## src/hw/rtl/mcr_pkg.sv

```systemverilog
package mcr_pkg;

    typedef struct packed {
        logic        func;
        logic [15:0] center_x;
        logic [15:0] center_y;
        logic [10:0] radius;
        logic        fill_mode;
        logic        pen_color;
    } cmd_t;

    typedef struct packed {
        logic        write_enable;
        logic [16:0] byte_addr;
        logic [7:0]  pixel_mask;
        logic        bit_value;
        logic        last_of_step;
        logic        circle_done;
    } pix_t;

    // one queued step: either a done word or eight symmetric pixels
    typedef struct packed {
        logic        done;
        logic [15:0] cx;
        logic [15:0] cy;
        logic [11:0] a;
        logic [11:0] b;
        logic        color;
    } job_t;

    typedef struct packed {
        logic [1:0]  rotation_mode;
        logic [10:0] screen_width;
        logic [10:0] screen_height;
    } cfg_t;

    typedef struct packed {
        logic swap;
        logic neg_x;
        logic neg_y;
    } pix_sel_t;

    localparam logic FUNC_START = 1'b0;
    localparam logic FUNC_STEP  = 1'b1;

    localparam logic [1:0] ROT_0   = 2'd0;
    localparam logic [1:0] ROT_90  = 2'd1;
    localparam logic [1:0] ROT_180 = 2'd2;
    localparam logic [1:0] ROT_270 = 2'd3;

    localparam logic [1:0] REG_ROTATION = 2'd0;
    localparam logic [1:0] REG_WIDTH    = 2'd1;
    localparam logic [1:0] REG_HEIGHT   = 2'd2;

    localparam logic [10:0] WIDTH_RESET  = 11'd200;
    localparam logic [10:0] HEIGHT_RESET = 11'd200;

    // octant order of the eight symmetric pixels
    function automatic pix_sel_t pixel_sel(input logic [2:0] k);
        pix_sel_t s;
        case (k)
            3'd0: s = '{swap: 1'b0, neg_x: 1'b0, neg_y: 1'b0};
            3'd1: s = '{swap: 1'b0, neg_x: 1'b1, neg_y: 1'b0};
            3'd2: s = '{swap: 1'b1, neg_x: 1'b1, neg_y: 1'b0};
            3'd3: s = '{swap: 1'b1, neg_x: 1'b1, neg_y: 1'b1};
            3'd4: s = '{swap: 1'b0, neg_x: 1'b1, neg_y: 1'b1};
            3'd5: s = '{swap: 1'b0, neg_x: 1'b0, neg_y: 1'b1};
            3'd6: s = '{swap: 1'b1, neg_x: 1'b0, neg_y: 1'b1};
            default: s = '{swap: 1'b1, neg_x: 1'b0, neg_y: 1'b0};
        endcase
        return s;
    endfunction

endpackage

```

## src/hw/rtl/midpoint_circle_rasterizer.sv

```systemverilog
// Midpoint circle rasterizer for a 1-bit framebuffer. A start word (func 0) latches center,
// radius, fill mode and pen color and produces no output. Each step word (func 1) yields eight
// pixel words, one per cycle while pix_stall is low; a step while no circle is active yields a
// single circle_done word. The back end issues one pixel per cycle, unless the output stalls,
// into a three-register pipeline (coordinate add, rotation and bounds check, byte address
// multiply). The front end updates the midpoint state in the cycle it takes a word and parks up
// to four steps in a queue, so commands keep flowing while pixels stall until the queue fills.
// Pixels outside the screen come out with write_enable low and zero payload. The user must
// write screen size and rotation over the register port only while the block is idle; the
// block itself does not enforce this.
module midpoint_circle_rasterizer #(
    parameter int MAX_DIM = 1024
) (
    input  logic          clk,
    input  logic          rst_n,
    input  logic          cmd_valid,
    output logic          cmd_stall,
    input  mcr_pkg::cmd_t cmd,
    output logic          pix_valid,
    input  logic          pix_stall,
    output mcr_pkg::pix_t pix,
    input  logic          psel,
    input  logic          penable,
    input  logic          pwrite,
    input  logic [3:0]    paddr,
    input  logic [31:0]   pwdata,
    output logic [31:0]   prdata,
    output logic          pready
);
    import mcr_pkg::*;

    logic [1:0]  rotation_reg;
    logic [10:0] width_reg;
    logic [10:0] height_reg;
    logic        cfg_write;
    cfg_t        cfg;

    logic        job_push;
    job_t        push_job;
    logic        job_pop;
    job_t        head;
    logic        job_full;
    logic        job_empty;

    assign pready    = 1'b1;
    assign cfg_write = psel && penable && pwrite && pready;

    always_ff @(posedge clk or negedge rst_n)
    begin
        if (!rst_n)
        begin
            rotation_reg <= ROT_0;
            width_reg    <= WIDTH_RESET;
            height_reg   <= HEIGHT_RESET;
        end
        else if (cfg_write)
        begin
            unique case (paddr[3:2])
                REG_ROTATION: rotation_reg <= pwdata[1:0];
                REG_WIDTH:    width_reg    <= pwdata[10:0];
                REG_HEIGHT:   height_reg   <= pwdata[10:0];
                default:      ;
            endcase
        end
    end

    always_comb
    begin
        unique case (paddr[3:2])
            REG_ROTATION: prdata = {30'd0, rotation_reg};
            REG_WIDTH:    prdata = {21'd0, width_reg};
            REG_HEIGHT:   prdata = {21'd0, height_reg};
            default:      prdata = 32'd0;
        endcase
    end

    assign cfg = '{rotation_mode: rotation_reg, screen_width: width_reg,
                   screen_height: height_reg};

    mcr_front u_front (
        .clk       (clk),
        .rst_n     (rst_n),
        .cmd_valid (cmd_valid),
        .cmd_stall (cmd_stall),
        .cmd       (cmd),
        .job_push  (job_push),
        .job       (push_job),
        .job_full  (job_full)
    );

    mcr_queue u_queue (
        .clk      (clk),
        .rst_n    (rst_n),
        .push     (job_push),
        .push_job (push_job),
        .pop      (job_pop),
        .head     (head),
        .full     (job_full),
        .empty    (job_empty)
    );

    mcr_back #(
        .MAX_DIM (MAX_DIM)
    ) u_back (
        .clk       (clk),
        .rst_n     (rst_n),
        .cfg       (cfg),
        .job       (head),
        .job_empty (job_empty),
        .job_pop   (job_pop),
        .pix_valid (pix_valid),
        .pix_stall (pix_stall),
        .pix       (pix)
    );

endmodule

```

## src/hw/rtl/mcr_front.sv

```systemverilog
module mcr_front (
    input  logic          clk,
    input  logic          rst_n,
    input  logic          cmd_valid,
    output logic          cmd_stall,
    input  mcr_pkg::cmd_t cmd,
    output logic          job_push,
    output mcr_pkg::job_t job,
    input  logic          job_full
);
    import mcr_pkg::*;

    logic [15:0] center_x_reg, center_x_next;
    logic [15:0] center_y_reg, center_y_next;
    logic [11:0] minor_reg, minor_next;
    logic [11:0] major_reg, major_next;
    logic [11:0] span_reg, span_next;
    logic [15:0] decision_reg, decision_next;
    logic        active_reg, active_next;
    logic        fill_reg, fill_next;
    logic        color_reg, color_next;

    logic        accept;
    logic        d_pos;
    logic [13:0] x_inc;
    logic [13:0] y_adv;
    logic        active_adv;
    logic [15:0] x4;
    logic [15:0] y4;
    logic [15:0] d_adv;

    assign cmd_stall = job_full;
    assign accept    = cmd_valid && !job_full;
    assign job_push  = accept && (cmd.func == FUNC_STEP);

    always_comb
    begin
        job.done  = !active_reg;
        job.cx    = center_x_reg;
        job.cy    = center_y_reg;
        job.a     = minor_reg;
        job.b     = fill_reg ? span_reg : major_reg;
        job.color = color_reg;
    end

    // midpoint advance
    assign d_pos      = !decision_reg[15];
    assign x_inc      = {2'b00, minor_reg} + 14'd1;
    assign y_adv      = {2'b00, major_reg} - {13'd0, d_pos};
    assign active_adv = $signed(x_inc) <= $signed(y_adv);
    assign x4         = {2'b00, minor_reg, 2'b00};
    assign y4         = {2'b00, major_reg, 2'b00};
    assign d_adv      = d_pos ? (decision_reg + 16'd10 + x4 - y4) : (decision_reg + x4 + 16'd6);

    always_comb
    begin
        center_x_next = center_x_reg;
        center_y_next = center_y_reg;
        minor_next    = minor_reg;
        major_next    = major_reg;
        span_next     = span_reg;
        decision_next = decision_reg;
        active_next   = active_reg;
        fill_next     = fill_reg;
        color_next    = color_reg;
        if (accept)
        begin
            unique case (cmd.func)
                FUNC_START:
                begin
                    center_x_next = cmd.center_x;
                    center_y_next = cmd.center_y;
                    fill_next     = cmd.fill_mode;
                    color_next    = cmd.pen_color;
                    minor_next    = 12'd0;
                    major_next    = {1'b0, cmd.radius};
                    span_next     = 12'd0;
                    decision_next = 16'd3 - {4'd0, cmd.radius, 1'b0};
                    active_next   = 1'b1;
                end
                FUNC_STEP:
                begin
                    if (active_reg)
                    begin
                        if (fill_reg && (span_reg < major_reg))
                        begin
                            span_next = span_reg + 12'd1;
                        end
                        else
                        begin
                            minor_next    = x_inc[11:0];
                            major_next    = y_adv[11:0];
                            span_next     = x_inc[11:0];
                            decision_next = d_adv;
                            active_next   = active_adv;
                        end
                    end
                end
            endcase
        end
    end

    always_ff @(posedge clk or negedge rst_n)
    begin
        if (!rst_n)
        begin
            center_x_reg <= '0;
            center_y_reg <= '0;
            minor_reg    <= '0;
            major_reg    <= '0;
            span_reg     <= '0;
            decision_reg <= '0;
            active_reg   <= 1'b0;
            fill_reg     <= 1'b0;
            color_reg    <= 1'b0;
        end
        else
        begin
            center_x_reg <= center_x_next;
            center_y_reg <= center_y_next;
            minor_reg    <= minor_next;
            major_reg    <= major_next;
            span_reg     <= span_next;
            decision_reg <= decision_next;
            active_reg   <= active_next;
            fill_reg     <= fill_next;
            color_reg    <= color_next;
        end
    end

endmodule

```

## src/hw/rtl/mcr_queue.sv

```systemverilog
module mcr_queue (
    input  logic          clk,
    input  logic          rst_n,
    input  logic          push,
    input  mcr_pkg::job_t push_job,
    input  logic          pop,
    output mcr_pkg::job_t head,
    output logic          full,
    output logic          empty
);
    import mcr_pkg::*;

    localparam int DEPTH = 4;
    localparam int AW    = $clog2(DEPTH);

    job_t          mem [DEPTH];
    logic [AW-1:0] wr_ptr_reg, wr_ptr_next;
    logic [AW-1:0] rd_ptr_reg, rd_ptr_next;
    logic [AW:0]   count_reg, count_next;
    logic          do_push;
    logic          do_pop;

    assign full    = count_reg == (AW+1)'(DEPTH);
    assign empty   = count_reg == '0;
    assign do_push = push && !full;
    assign do_pop  = pop && !empty;
    assign head    = mem[rd_ptr_reg];

    always_comb
    begin
        wr_ptr_next = do_push ? wr_ptr_reg + AW'(1) : wr_ptr_reg;
        rd_ptr_next = do_pop ? rd_ptr_reg + AW'(1) : rd_ptr_reg;
        count_next  = count_reg + (AW+1)'(do_push) - (AW+1)'(do_pop);
    end

    always_ff @(posedge clk)
    begin
        if (do_push)
        begin
            mem[wr_ptr_reg] <= push_job;
        end
    end

    always_ff @(posedge clk or negedge rst_n)
    begin
        if (!rst_n)
        begin
            wr_ptr_reg <= '0;
            rd_ptr_reg <= '0;
            count_reg  <= '0;
        end
        else
        begin
            wr_ptr_reg <= wr_ptr_next;
            rd_ptr_reg <= rd_ptr_next;
            count_reg  <= count_next;
        end
    end

endmodule

```

## src/hw/rtl/mcr_back.sv

```systemverilog
module mcr_back #(
    parameter int MAX_DIM = 1024
) (
    input  logic          clk,
    input  logic          rst_n,
    input  mcr_pkg::cfg_t cfg,
    input  mcr_pkg::job_t job,
    input  logic          job_empty,
    output logic          job_pop,
    output logic          pix_valid,
    input  logic          pix_stall,
    output mcr_pkg::pix_t pix
);
    import mcr_pkg::*;

    localparam int DW = $clog2(MAX_DIM + 1);
    localparam int YW = $clog2(MAX_DIM);
    localparam int BW = $clog2((MAX_DIM + 7) / 8 + 1);
    localparam int SW = YW + BW + 1;

    // framebuffer geometry, registered copies of the config register values
    logic [1:0]    rot_reg;
    logic [DW-1:0] w_reg;
    logic [DW-1:0] h_reg;
    logic [15:0]   wm1_reg;
    logic [15:0]   hm1_reg;
    logic [BW-1:0] bpr_reg;
    logic [DW-1:0] w_sat;
    logic [DW-1:0] h_sat;
    logic [DW:0]   w_round;

    logic [2:0]  k_reg, k_next;
    logic        issue;
    logic        adv_out;
    logic        adv_s2;
    logic        adv_s1;

    pix_sel_t    sel;
    logic [15:0] u;
    logic [15:0] v;
    logic [15:0] px;
    logic [15:0] py;

    logic        s1_valid_reg;
    logic [15:0] s1_px_reg;
    logic [15:0] s1_py_reg;
    logic        s1_done_reg;
    logic        s1_last_reg;
    logic        s1_color_reg;

    logic [15:0] rx;
    logic [15:0] ry;
    logic        s2_valid_reg;
    logic [15:0] s2_cx_reg;
    logic [15:0] s2_cy_reg;
    logic        s2_inside_reg;
    logic        s2_done_reg;
    logic        s2_last_reg;
    logic        s2_color_reg;

    logic [YW+BW-1:0] prod;
    logic [SW-1:0]    addr_sum;
    logic             pix_valid_reg;
    pix_t             pix_reg;
    pix_t             pix_next;

    assign w_sat   = (32'(cfg.screen_width) > MAX_DIM) ? DW'(MAX_DIM) : DW'(cfg.screen_width);
    assign h_sat   = (32'(cfg.screen_height) > MAX_DIM) ? DW'(MAX_DIM) : DW'(cfg.screen_height);
    assign w_round = {1'b0, w_sat} + (DW+1)'(7);

    always_ff @(posedge clk)
    begin
        rot_reg <= cfg.rotation_mode;
        w_reg   <= w_sat;
        h_reg   <= h_sat;
        wm1_reg <= 16'(w_sat) - 16'd1;
        hm1_reg <= 16'(h_sat) - 16'd1;
        bpr_reg <= BW'(w_round >> 3);
    end

    assign adv_out = !pix_valid_reg || !pix_stall;
    assign adv_s2  = !s2_valid_reg || adv_out;
    assign adv_s1  = !s1_valid_reg || adv_s2;
    assign issue   = !job_empty && adv_s1;
    assign job_pop = issue && (job.done || (k_reg == 3'd7));

    always_comb
    begin
        k_next = k_reg;
        if (issue)
        begin
            k_next = job_pop ? 3'd0 : k_reg + 3'd1;
        end
    end

    // pixel k of the head step
    always_comb
    begin
        sel = pixel_sel(k_reg);
        u   = {4'd0, sel.swap ? job.b : job.a};
        v   = {4'd0, sel.swap ? job.a : job.b};
        px  = sel.neg_x ? job.cx - u : job.cx + u;
        py  = sel.neg_y ? job.cy - v : job.cy + v;
    end

    // rotation
    always_comb
    begin
        unique case (rot_reg)
            ROT_0:
            begin
                rx = s1_py_reg;
                ry = s1_px_reg;
            end
            ROT_90:
            begin
                rx = s1_px_reg;
                ry = hm1_reg - s1_py_reg;
            end
            ROT_180:
            begin
                rx = wm1_reg - s1_py_reg;
                ry = hm1_reg - s1_px_reg;
            end
            ROT_270:
            begin
                rx = wm1_reg - s1_px_reg;
                ry = s1_py_reg;
            end
        endcase
    end

    // byte address and mask
    assign prod     = s2_cy_reg[YW-1:0] * bpr_reg;
    assign addr_sum = {1'b0, prod} + SW'(s2_cx_reg[BW+2:3]);

    always_comb
    begin
        pix_next              = '0;
        pix_next.last_of_step = s2_last_reg;
        if (s2_done_reg)
        begin
            pix_next.circle_done = 1'b1;
        end
        else if (s2_inside_reg)
        begin
            pix_next.write_enable = 1'b1;
            pix_next.byte_addr    = 17'(addr_sum);
            pix_next.pixel_mask   = 8'h80 >> s2_cx_reg[2:0];
            pix_next.bit_value    = s2_color_reg;
        end
    end

    always_ff @(posedge clk or negedge rst_n)
    begin
        if (!rst_n)
        begin
            k_reg         <= 3'd0;
            s1_valid_reg  <= 1'b0;
            s2_valid_reg  <= 1'b0;
            pix_valid_reg <= 1'b0;
        end
        else
        begin
            k_reg <= k_next;
            if (adv_s1)
            begin
                s1_valid_reg <= issue;
            end
            if (adv_s2)
            begin
                s2_valid_reg <= s1_valid_reg;
            end
            if (adv_out)
            begin
                pix_valid_reg <= s2_valid_reg;
            end
        end
    end

    always_ff @(posedge clk)
    begin
        if (adv_s1)
        begin
            s1_px_reg    <= px;
            s1_py_reg    <= py;
            s1_done_reg  <= job.done;
            s1_last_reg  <= job.done || (k_reg == 3'd7);
            s1_color_reg <= job.color;
        end
        if (adv_s2)
        begin
            s2_cx_reg     <= rx;
            s2_cy_reg     <= ry;
            s2_inside_reg <= (rx < 16'(w_reg)) && (ry < 16'(h_reg));
            s2_done_reg   <= s1_done_reg;
            s2_last_reg   <= s1_last_reg;
            s2_color_reg  <= s1_color_reg;
        end
        if (adv_out)
        begin
            pix_reg <= pix_next;
        end
    end

    assign pix_valid = pix_valid_reg;
    assign pix       = pix_reg;

endmodule
```

## config.mk

```make
export PLATFORM = sky130hd
export DESIGN_NAME = midpoint_circle_rasterizer
export DESIGN_NICKNAME = d
export VERILOG_FILES = /design/src/hw/rtl/mcr_pkg.sv /design/src/hw/rtl/midpoint_circle_rasterizer.sv /design/src/hw/rtl/mcr_front.sv /design/src/hw/rtl/mcr_queue.sv /design/src/hw/rtl/mcr_back.sv
export SDC_FILE = /design/constraint.sdc
export NUM_CORES = 1
export LEC_CHECK = 0
export CAP_MARGIN = 5
export CORE_ASPECT_RATIO = 0.8
export CORE_MARGIN = 10
export CORE_UTILIZATION = 60
export DETAILED_ROUTE_END_ITERATION = 12
export DONT_BUFFER_PORTS = 1
export PLACE_DENSITY_LB_ADDON = 0.2
export SYNTH_ARGS = -nofsm -noshare
export SYNTH_HDL_FRONTEND = slang
export SYNTH_SLANG_ARGS = --single-unit
```

## constraint.sdc

```tcl
create_clock -name clk -period 6.2 [get_ports clk]
set_clock_uncertainty 0.05 [all_clocks]
set_input_delay 1.24 -clock clk [delete_from_list [all_inputs] [get_ports clk]]
set_output_delay 1.24 -clock clk [all_outputs]
set_load 0.01 [all_outputs]
```

==> results.json <==
{
  "outcome": "complete, no violations",
  "synth_top_family_by_area": "adder cells",
  "syn2layout_area_growth_pct": 7.67,
  "post-route-period-util_pct": 87.5,
  "ctsHtreeMaxLevel": 2,
  "avgRoutedWirePerCell_um": 21.0,
  "drtPass1Iterations": 6,
  "path_buf_inv": 2,
  "final-setup-viol-count": 0,
  "crit_chain": "inv_1 > ha_1 > buf_4 > mux2i_1 > ha_1 > nor2b_1 > o31a_1 > o21ai_0 > nand2_1 > a21oi_1 > xnor2_1 > a22oi_1 > o21ai_0 > ha_1 > nand4_1 > nor2_1 > nor4_1 > o311a_1 > o21ai_0 > a21oi_1 > o2111ai_1 > nor4_1",
  "worst_slack_ns": 0.773,
  "netlist_area_mm2": 0.0294,
  "ys_warn_count": 0,
  "netlist_instances": 2528,
  "postCtsSetupRepairBufs": 0,
  "rsz0062_at_grt": "no",
  "end_kind": "flip-flop",
  "clock_latency_ns": 0.61,
  "ys_ff_latch": 500,
  "clock_path_buffers": 3,
  "cpPeakStageDelay_ns": 0.44,
  "drt_iter0_markers": 1535,
  "synthArstFlopShare_pct": 24.6,
  "synth_cell_types": 85,
  "syn_avg_cell_area_um2": 11.6,
  "cp_max_fo": 17,
  "synth_compound_area_share_pct": 10.4,
  "critical_path.slowest_cell": "nor4_1",
  "place_ws_ns": 0.915,
  "placementRows": 72,
  "maxCapViolCount": 0,
  "cts_tree": "done",
  "dpl_cell_area_mm2": 0.0300,
  "die_y_um": 218,
  "finalNetCount": 2894,
  "cp-start-kind": "flip-flop",
  "final-hold-violation-count": 0,
  "cts_resized": 0,
  "cts_hold_buf": 0,
  "fin_util_pct": 65.4,
  "synth_xor_xnor_area_share_pct": 4.67,
  "synth_edf_count": 321,
  "drv_slew": 0,
  "final.min_clock_period_ns": 5.43,
  "io_buffers": 0,
  "critPathKind": "flip-flop to flip-flop",
  "antenna_cells": 0,
  "fillers": 3654,
  "antenna_found_initial": 2,
  "ys.flop_type": "edfxtp_1",
  "max_freq_mhz": 184,
  "overflow": 0,
  "ff2ff_path_depth": 22,
  "synthMuxAreaShare_pct": 9.17,
  "yosys.area_share.simple_pct": 9.46,
  "clkSlewWorstSetupHoldPaths_ns": 0.07,
  "max-slew-margin-rel_pct": 35.0,
  "grt_pass1_vias": 19359,
  "die-area_mm2": 0.0584,
  "critical_path_depth": 22,
  "ant_nets": 0,
  "design_area_mm2": 0.0317,
  "ys_seq_area_share_pct": 47.0,
  "dp_hpwl_mm": 49.7,
  "core_mm2": 0.0485,
  "synth_adder_area_share_pct": 14.2,
  "grt_first_pass_wirelength_mm": 107,
  "root_buffer": "clkbuf_16",
  "wl_mm": 66.9,
  "layout_commonest_cell": "edfxtp_1",
  "setup_tns_ns": 0,
  "drive_above_1_share_pct": 10.1,
  "io_pins": 153,
  "drc": 0,
  "viasPerCell": 6.05,
  "worst_ep_arrival_time_ns": 5.72,
  "tightest_slew_ns": 0.975,
  "worstPathRequired_ns": 6.49,
  "grt_max_degree": 124,
  "largest_reg_flops": 232,
  "cts_buffers": 49,
  "hp-class": "input port to async pin",
  "path_delay_family": "compound AO/OA/AOI/OAI gates",
  "vias": 19273,
  "die_width_um": 268,
  "clock_sinks": 500,
  "grt_usage_pct": 23.3,
  "gp_congestion": 0.921,
  "mostFrequentLayoutCells": "edfxtp_1, inv_1, ha_1, nand2_1, dfrtp_1",
  "initial_core_util_pct": 60.8
}
[cells in the mapped netlist (46+ instances only)]
library cell	instances	share of area [%]
nor2_1	103	1.3
mux4_2	50	3.8
mux2i_1	54	1.8
clkbuf_1	65	0.83
ha_1	215	9.1
inv_1	254	3.2
nand2_1	161	2.1
mux2_2	69	2.6
o21ai_0	94	1.6
a21oi_1	112	1.9
edfxtp_1	321	33
dfrtp_1	117	9.9
dfxtp_1	56	3.8
fa_1	74	5.0
xor2_1	64	1.9
xnor2_1	93	2.8
nor3_1	46	0.78
and2_1	47	1.0
[final cells by class]
class | count | area (µm²) | area share (%)
Multi-Input combinational cell | 1683 | 14200 | 44.8
Sequential cell | 500 | 13900 | 43.7
Clock buffer | 65 | 1350 | 4.25
Inverter | 255 | 957 | 3.02
Tap cell | 629 | 787 | 2.48
Clock inverter | 26 | 365 | 1.15
Timing Repair Buffer | 27 | 203 | 0.639
[worst register-to-register path: cells and delay by family, from the launching register on]
| kind | cells | cell delay, ns |
|---|---|---|
| AO/OA/AOI/OAI | 9 | 1.96 |
| flip-flops | 1 | 0.33 |
| adder cells (fa/ha/maj) | 3 | 0.87 |
| multiplexers | 1 | 0.35 |
| XOR/XNOR | 1 | 0.16 |
| buffers and inverters | 2 | 0.41 |
| AND/OR/NAND/NOR | 6 | 1.04 |
[per-stage QoR]
step           instances  hold WS, ns
3_3_place_gp        3094        0.337
4_1_cts             3185        0.236
2_1_floorplan       2548        0.312
3_5_place_dp        3094        0.336
5_1_grt             3185        0.246
6_report            3185        0.265
[final timing paths]
path,slack [ns],to,from
worst min-delay path,0.26,width_reg[5],rst_n
worst max register to register,0.77,u_back.s2_inside_reg,u_back.rot_reg[0]
worst min register to register,0.35,u_back.rot_reg[1],rotation_reg[1]
worst max-delay path,0.77,u_back.s2_inside_reg,u_back.rot_reg[0]
min in group clk,0.35,u_back.rot_reg[1],rotation_reg[1]
max in group asynchronous,5.48,u_front.span_reg[0],rst_n
[metal layers]
| metal | track usage, % | part of all wire (%) |
|---|---|---|
| met1 | 31.3 | 43 |
| met2 | 37.5 | 47 |
| met3 | 4.96 | 7.3 |
| met4 | 7.30 | 2.7 |
| met5 | 0 | 0.015 |
[kinds of logic after synthesis]
family          Yosys count
flops                   500
buf+inv                 365
mux                     184
fa+ha+maj               289
simple gates            558
other cells               2
compound gates          473
xor+xnor                157
Power is not shown: default switching activity piles up to over one toggle a cycle in this logic, so the estimate is an artifact.
